`src/drsp_pkg.sv`:
```
// ----------------------------------------------------------------------------
// drsp_pkg
// Shared constants and tables for the DES round tail: S-boxes and P table.
// ----------------------------------------------------------------------------
package drsp_pkg;

  localparam int unsigned GroupBits = 6;
  localparam int unsigned HalfBits  = 32;
  localparam int unsigned Groups    = 8;
  localparam int unsigned InBits    = GroupBits * Groups;
  localparam int unsigned OutBits   = 4;

  typedef logic [GroupBits-1:0] grp_t;
  typedef logic [OutBits-1:0]   nib_t;
  typedef logic [2:0]           box_idx_t;
  typedef logic [HalfBits-1:0]  half_t;

  localparam nib_t SBOX [Groups][4][16] = '{
    '{'{4'd14,4'd4,4'd13,4'd1,4'd2,4'd15,4'd11,4'd8,4'd3,4'd10,4'd6,4'd12,4'd5,4'd9,4'd0,4'd7},
      '{4'd0,4'd15,4'd7,4'd4,4'd14,4'd2,4'd13,4'd1,4'd10,4'd6,4'd12,4'd11,4'd9,4'd5,4'd3,4'd8},
      '{4'd4,4'd1,4'd14,4'd8,4'd13,4'd6,4'd2,4'd11,4'd15,4'd12,4'd9,4'd7,4'd3,4'd10,4'd5,4'd0},
      '{4'd15,4'd12,4'd8,4'd2,4'd4,4'd9,4'd1,4'd7,4'd5,4'd11,4'd3,4'd14,4'd10,4'd0,4'd6,4'd13}},
    '{'{4'd15,4'd1,4'd8,4'd14,4'd6,4'd11,4'd3,4'd4,4'd9,4'd7,4'd2,4'd13,4'd12,4'd0,4'd5,4'd10},
      '{4'd3,4'd13,4'd4,4'd7,4'd15,4'd2,4'd8,4'd14,4'd12,4'd0,4'd1,4'd10,4'd6,4'd9,4'd11,4'd5},
      '{4'd0,4'd14,4'd7,4'd11,4'd10,4'd4,4'd13,4'd1,4'd5,4'd8,4'd12,4'd6,4'd9,4'd3,4'd2,4'd15},
      '{4'd13,4'd8,4'd10,4'd1,4'd3,4'd15,4'd4,4'd2,4'd11,4'd6,4'd7,4'd12,4'd0,4'd5,4'd14,4'd9}},
    '{'{4'd10,4'd0,4'd9,4'd14,4'd6,4'd3,4'd15,4'd5,4'd1,4'd13,4'd12,4'd7,4'd11,4'd4,4'd2,4'd8},
      '{4'd13,4'd7,4'd0,4'd9,4'd3,4'd4,4'd6,4'd10,4'd2,4'd8,4'd5,4'd14,4'd12,4'd11,4'd15,4'd1},
      '{4'd13,4'd6,4'd4,4'd9,4'd8,4'd15,4'd3,4'd0,4'd11,4'd1,4'd2,4'd12,4'd5,4'd10,4'd14,4'd7},
      '{4'd1,4'd10,4'd13,4'd0,4'd6,4'd9,4'd8,4'd7,4'd4,4'd15,4'd14,4'd3,4'd11,4'd5,4'd2,4'd12}},
    '{'{4'd7,4'd13,4'd14,4'd3,4'd0,4'd6,4'd9,4'd10,4'd1,4'd2,4'd8,4'd5,4'd11,4'd12,4'd4,4'd15},
      '{4'd13,4'd8,4'd11,4'd5,4'd6,4'd15,4'd0,4'd3,4'd4,4'd7,4'd2,4'd12,4'd1,4'd10,4'd14,4'd9},
      '{4'd10,4'd6,4'd9,4'd0,4'd12,4'd11,4'd7,4'd13,4'd15,4'd1,4'd3,4'd14,4'd5,4'd2,4'd8,4'd4},
      '{4'd3,4'd15,4'd0,4'd6,4'd10,4'd1,4'd13,4'd8,4'd9,4'd4,4'd5,4'd11,4'd12,4'd7,4'd2,4'd14}},
    '{'{4'd2,4'd12,4'd4,4'd1,4'd7,4'd10,4'd11,4'd6,4'd8,4'd5,4'd3,4'd15,4'd13,4'd0,4'd14,4'd9},
      '{4'd14,4'd11,4'd2,4'd12,4'd4,4'd7,4'd13,4'd1,4'd5,4'd0,4'd15,4'd10,4'd3,4'd9,4'd8,4'd6},
      '{4'd4,4'd2,4'd1,4'd11,4'd10,4'd13,4'd7,4'd8,4'd15,4'd9,4'd12,4'd5,4'd6,4'd3,4'd0,4'd14},
      '{4'd11,4'd8,4'd12,4'd7,4'd1,4'd14,4'd2,4'd13,4'd6,4'd15,4'd0,4'd9,4'd10,4'd4,4'd5,4'd3}},
    '{'{4'd12,4'd1,4'd10,4'd15,4'd9,4'd2,4'd6,4'd8,4'd0,4'd13,4'd3,4'd4,4'd14,4'd7,4'd5,4'd11},
      '{4'd10,4'd15,4'd4,4'd2,4'd7,4'd12,4'd9,4'd5,4'd6,4'd1,4'd13,4'd14,4'd0,4'd11,4'd3,4'd8},
      '{4'd9,4'd14,4'd15,4'd5,4'd2,4'd8,4'd12,4'd3,4'd7,4'd0,4'd4,4'd10,4'd1,4'd13,4'd11,4'd6},
      '{4'd4,4'd3,4'd2,4'd12,4'd9,4'd5,4'd15,4'd10,4'd11,4'd14,4'd1,4'd7,4'd6,4'd0,4'd8,4'd13}},
    '{'{4'd4,4'd11,4'd2,4'd14,4'd15,4'd0,4'd8,4'd13,4'd3,4'd12,4'd9,4'd7,4'd5,4'd10,4'd6,4'd1},
      '{4'd13,4'd0,4'd11,4'd7,4'd4,4'd9,4'd1,4'd10,4'd14,4'd3,4'd5,4'd12,4'd2,4'd15,4'd8,4'd6},
      '{4'd1,4'd4,4'd11,4'd13,4'd12,4'd3,4'd7,4'd14,4'd10,4'd15,4'd6,4'd8,4'd0,4'd5,4'd9,4'd2},
      '{4'd6,4'd11,4'd13,4'd8,4'd1,4'd4,4'd10,4'd7,4'd9,4'd5,4'd0,4'd15,4'd14,4'd2,4'd3,4'd12}},
    '{'{4'd13,4'd2,4'd8,4'd4,4'd6,4'd15,4'd11,4'd1,4'd10,4'd9,4'd3,4'd14,4'd5,4'd0,4'd12,4'd7},
      '{4'd1,4'd15,4'd13,4'd8,4'd10,4'd3,4'd7,4'd4,4'd12,4'd5,4'd6,4'd11,4'd0,4'd14,4'd9,4'd2},
      '{4'd7,4'd11,4'd4,4'd1,4'd9,4'd12,4'd14,4'd2,4'd0,4'd6,4'd10,4'd13,4'd15,4'd3,4'd5,4'd8},
      '{4'd2,4'd1,4'd14,4'd7,4'd4,4'd10,4'd8,4'd13,4'd15,4'd12,4'd9,4'd0,4'd3,4'd5,4'd6,4'd11}}
  };

  // des bit numbers, 1 is the msb
  localparam logic [5:0] PERM [HalfBits] = '{
    6'd16,6'd7,6'd20,6'd21,6'd29,6'd12,6'd28,6'd17,6'd1,6'd15,6'd23,6'd26,6'd5,6'd18,6'd31,6'd10,
    6'd2,6'd8,6'd24,6'd14,6'd32,6'd27,6'd3,6'd9,6'd19,6'd13,6'd30,6'd6,6'd22,6'd11,6'd4,6'd25
  };

  function automatic half_t perm_fn(input half_t v);
    half_t      res;
    logic [5:0] src;
    res = '0;
    for (int n = 0; n < HalfBits; n++) begin
      src = 6'(HalfBits) - PERM[n];
      res[HalfBits-1-n] = v[src[4:0]];
    end
    return res;
  endfunction

endpackage

```
`src/drsp_sbox_lane.sv`:
```
// ----------------------------------------------------------------------------
// drsp_sbox_lane
// One s-box lane: 6-bit group in, 4-bit substitution out.
// ----------------------------------------------------------------------------
module drsp_sbox_lane (
  input  drsp_pkg::grp_t     grp_i,
  input  drsp_pkg::box_idx_t box_i,
  output drsp_pkg::nib_t     val_o
);
  import drsp_pkg::*;

  logic [1:0] row;
  logic [3:0] col;

  assign row   = {grp_i[5], grp_i[0]};
  assign col   = grp_i[4:1];
  assign val_o = SBOX[box_i][row][col];

endmodule

```
`src/drsp_perm_xor.sv`:
```
// ----------------------------------------------------------------------------
// drsp_perm_xor
// Merge stage: p permutation of the lane outputs, xor with the left half.
// ----------------------------------------------------------------------------
module drsp_perm_xor (
  input  drsp_pkg::half_t sub_i,
  input  drsp_pkg::half_t left_i,
  output drsp_pkg::half_t right_o
);
  import drsp_pkg::*;

  assign right_o = left_i ^ perm_fn(sub_i);

endmodule

```
`src/des_round_sbox_perm_xor.sv`:
```
// ----------------------------------------------------------------------------
// des_round_sbox_perm_xor
// DES round tail: eight parallel s-box lanes, p permutation, xor with left.
//
//   channel   handshake          payload
//   request   start_i / busy_o   sbox_input_i[47:0], left_half_i[31:0]
//   result    done_o (strobe)    new_right_o[31:0]
//
// one request per cycle; busy_o is always low.
// lane outputs are registered first, then the merged result is registered.
// reset clears only the valid pipeline; payload registers are not reset.
// results cannot be stalled; each is shown for one cycle with done_o.
// ----------------------------------------------------------------------------
module des_round_sbox_perm_xor (
  input  logic                      clk_i,
  input  logic                      rst_ni,
  input  logic                      start_i,
  output logic                      busy_o,
  input  logic [drsp_pkg::InBits-1:0] sbox_input_i,
  input  drsp_pkg::half_t           left_half_i,
  output logic                      done_o,
  output drsp_pkg::half_t           new_right_o
);
  import drsp_pkg::*;

  half_t sub_d, sub_q;
  half_t left_q;
  logic  vld_q;
  half_t right_d, right_q;
  logic  done_q;
  logic  req;

  assign busy_o = 1'b0;
  assign req    = start_i && !busy_o;

  for (genvar g = 0; g < Groups; g++) begin : g_lane
    drsp_sbox_lane u_lane (
      .grp_i (sbox_input_i[InBits-1-g*GroupBits -: GroupBits]),
      .box_i (box_idx_t'(g)),
      .val_o (sub_d[HalfBits-1-g*OutBits -: OutBits])
    );
  end

  always_ff @(posedge clk_i) begin
    sub_q   <= sub_d;
    left_q  <= left_half_i;
    right_q <= right_d;
  end

  always_ff @(posedge clk_i or negedge rst_ni) begin
    if (!rst_ni) begin
      vld_q  <= 1'b0;
      done_q <= 1'b0;
    end else begin
      vld_q  <= req;
      done_q <= vld_q;
    end
  end

  drsp_perm_xor u_merge (
    .sub_i   (sub_q),
    .left_i  (left_q),
    .right_o (right_d)
  );

  assign done_o      = done_q;
  assign new_right_o = right_q;

  a_req_to_stage: assert property (@(posedge clk_i) disable iff (!rst_ni)
    req |=> vld_q) else $error("request not captured in lane stage");

  a_stage_to_done: assert property (@(posedge clk_i) disable iff (!rst_ni)
    vld_q |=> done_o) else $error("lane stage did not produce a result");

  a_no_phantom: assert property (@(posedge clk_i) disable iff (!rst_ni)
    !vld_q |=> !done_o) else $error("result strobe without a request");

endmodule

```
`config.mk`:
```
export PLATFORM = sky130hd
export DESIGN_NAME = des_round_sbox_perm_xor
export DESIGN_NICKNAME = d
export VERILOG_FILES = /design/src/drsp_pkg.sv /design/src/drsp_sbox_lane.sv /design/src/drsp_perm_xor.sv /design/src/des_round_sbox_perm_xor.sv
export SDC_FILE = /design/constraint.sdc
export NUM_CORES = 1
export LEC_CHECK = 0
export BUFFER_PORTS_ARGS = -buffer_cell sky130_fd_sc_hd__buf_2
export CAP_MARGIN = 30
export CORE_AREA = 2 2 100 199
export DETAILED_ROUTE_END_ITERATION = 6
export DIE_AREA = 0 0 102 201
export MAX_ROUTING_LAYER = met4
export PLACE_DENSITY = 0.64
export SYNTH_ARGS = -nofsm -noshare
export SYNTH_HDL_FRONTEND = slang
export SYNTH_SLANG_ARGS = --single-unit
```
`constraint.sdc`:
```
create_clock -name clk_i -period 0.8 [get_ports clk_i]
set_input_delay 0.16 -clock clk_i [delete_from_list [all_inputs] [get_ports clk_i]]
set_output_delay 0.16 -clock clk_i [all_outputs]
set_load 0.02 [all_outputs]
```
==> results.cfg <==
[status]
status = finished with violations
violations = negative setup slack

[cells_and_area]
final_nets = 1337
fill_cells = 1517
final_cell_mix = buf_4, buf_6, buf_2, dfxtp_1
instances_no_fill = 1455
fin_util = 0.6441
mostFrequentLayoutCell = buf_4
drive_gt1_frac = 0.5167
antenna_cells_inserted = 0
syn_to_final_growth_pct = 64.23

[logic_synthesis]
synth_edf_count = 0
synth.net_count = 979
syn_area_per_cell_sq_um = 8.991
synth.mux.area_fraction = 0.1620
async_flop_share = 0.02041
synth-simple-area-share = 0.1392
syn_inst = 833
synth_xor_xnor_area_share = 0.06198
ys_types = 72
synthAdderAreaFrac = 0.1052
syn_area_sq_um = 7490
synth.area.top_cells = dfxtp_1, ha_1, mux4_2
yosysSeqAreaShare = 0.2633
synth_top_family_by_area = compound AO/OA/AOI/OAI gates
synth_top_area_cell = dfxtp_1
synth-seq-cells = 98
ys_warn_count = 0
synth-main-ff-cell = dfxtp_1
synth_compound_area_frac = 0.1919
synth_top_area_frac = 0.2566

[global_routing]
grt_pass1_wl_um = 34700
grt_use_total = 0.2126
grt_overflow = 0
grt_pass1_vias = 7581
grt_max_degree = 20
antenna_found_initial = 0

[routing]
vias_per_cell = 5.122
drc = 0
met1_length_um = 8619
wl_per_cell_um = 14.54
ant_nets = 0
maxUsedRoutingLayer = met4
first_iter_violations = 187
wl_met3_um = 778
dr.pass1.iters = 4
wirelength_um = 21160
wl_met2_um = 11310
vias = 7452

[clock_network]
ctsRootBufferMaster = clkbuf_16
clk_latency_ns = 0.37
clk_pin_slew_worst_paths_ns = 0.06
h-tree-depth = 3
cts_sinks = 98
clk_path_buf_depth = 2
cts_tree = done
numCtsBuffers = 9

[die]
core_area_sq_um = 19100
row_count = 72
die_y_um = 201
die_area_sq_um = 20500
initial_utilization = 0.3922
die_w_um = 102
pin_count = 117

[placement]
gp_congestion = 0.8852
io_buffers = 115
dp_hpwl_um = 15260
dp.cells = 1378

[min_path]
hp-class = primary input to asynchronous set/reset pin

[job]
maxCapViolCount = 0

[worst_setup_path]
crit_type = primary input to register
required_ns = 1.10
crit_path_max_fanout = 4
endpoint_kind = register
cp.arrival_ns = 1.63
cp-start-kind = primary input

[power_and_ir_drop]
power_density_nw_per_um2 = 1421
sw_frac_of_total = 0.2990
power_frac_comb = 0.383
power_frac_seq = 0.339
ir_drop_v = 0.001294
finalPower_uw = 17480
internal-power_uw = 12260
switchingPower_uw = 5227
leakage_uw = 0.005366
clockPowerShare = 0.278

[sta]
setup_viol = 65
finalCritPeriodShare = 1.655
setup_tns_ns = -16.83
min_period_ns = 1.324
max_freq_ghz = 0.7551
fin_ws_ns = -0.5243
slew_violations = 0
fin_skew_ns = 0.007578
grt_setup_unrepaired = yes
hold_viol = 0
==> power by group through the flow <==
stage / Clock, uW / Combinational, uW / Sequential [uW]
CTS: 5020 / 6440 / 5910
finish: 4870 / 6700 / 5920
floorplan: 0 / 2900 / 6280
global route: 5210 / 7220 / 5980
detailed placement: 0 / 5390 / 5880
global placement: 0 / 5280 / 5870
==> routing by layer <==
metal  global-route usage  vias to the layer above
met1               0.2413                     3524
met4              0.07429                        0
met3              0.02716                       34
met5                    -                        -
met2               0.3750                      181
li1                     -                     3713
==> logic make-up (layout without fill, tap and decap cells) <==
family          after synthesis  count (layout)
compound gates              211             211
xor+xnor                     53              53
fa+ha+maj                    63              63
flops                        98              98
buf+inv                     119             482
other cells                   1               1
mux                          85              85
simple gates                203             203
==> worst max-delay path: stages <==
cell,delay (ns)
buf_8,0.08
clkinvlp_4,0.13
buf_4,0.17
buf_4,0.12
ha_1,0.21
buf_4,0.16
a211o_1,0.28
o311ai_0,0.12
a22o_1,0.18
==> through the flow <==
| step | area (sq um) | hold WS, ns | worst slack (ns) |
|---|---|---|---|
| after global placement | 10220 | -0.05488 | -0.9352 |
| after floorplan | 7983 | -0.1356 | -0.8107 |
| final | 12300 | 0.09823 | -0.5243 |
| after global routing | 12300 | 0.1037 | -0.5473 |
| after CTS | 12020 | 0.07378 | -0.5297 |
| after detailed placement | 10220 | -0.05004 | -0.9737 |
==> cell usage after synthesis (5+ instances only) <==
| library cell | number |
|---|---|
| dfxtp_1 | 96 |
| mux4_2 | 26 |
| or3_1 | 6 |
| nor2b_1 | 16 |
| o21ai_0 | 40 |
| and2_1 | 7 |
| nand3_1 | 8 |
| nand2_1 | 43 |
| a2111oi_0 | 8 |
| mux2i_1 | 44 |
| or2_2 | 5 |
| buf_4 | 11 |
| nor3b_1 | 8 |
| clkbuf_1 | 20 |
| nor2_1 | 49 |
| a211o_1 | 7 |
| a211oi_1 | 16 |
| mux2_2 | 12 |
| o311ai_0 | 5 |
| a21oi_1 | 44 |
| o21a_1 | 5 |
| o31ai_1 | 7 |
| xnor2_1 | 13 |
| xor2_1 | 40 |
| nand2b_1 | 23 |
| inv_1 | 43 |
| a31oi_1 | 10 |
| buf_2 | 36 |
| o2111ai_1 | 5 |
| o211ai_1 | 16 |
| nor3_1 | 15 |
| ha_1 | 63 |
| nand3b_1 | 11 |
==> registers in the layout, summed over array words and instances, names as in the netlist <==
name         cells
left_q          32
done_o           1
sub_q           32
new_right_o     32
vld_q            1
==> final cells by class <==
type	count	area [sq um]	area share
clock buffer	11	252.7	0.02055
clock inverter	5	82.58	0.006713
inverter	46	269.0	0.02187
multi-input combinational	616	5807	0.4721
sequential	98	2012	0.1636
tap	259	324.1	0.02635
timing repair buffer	420	3553	0.2889
==> final timing paths <==
kind,slack [ns],from,to,cells after the start
worst min register to register,0.36,vld_q,done_o,0
min in group clk_i,0.10,sbox_input_i[21],sub_q[15],2
worst max register to register,0.21,sub_q[17],new_right_o[22],1
worst max-delay path,-0.52,sbox_input_i[30],sub_q[21],9
worst min-delay path,0.1,rst_ni,vld_q,2
max in group asynchronous,0.60,rst_ni,done_o,2
==> repair_timing <==
item                                    4_1_cts  5_1_grt
setup buffers                                24        7
gates resized for setup                     274       65
pin swaps                                    58       38
hold buffers                                 34        0
endpoints found under the setup margin       65       65
endpoints found under the hold margin        35        0
Power figures use the tool's default switching activity.
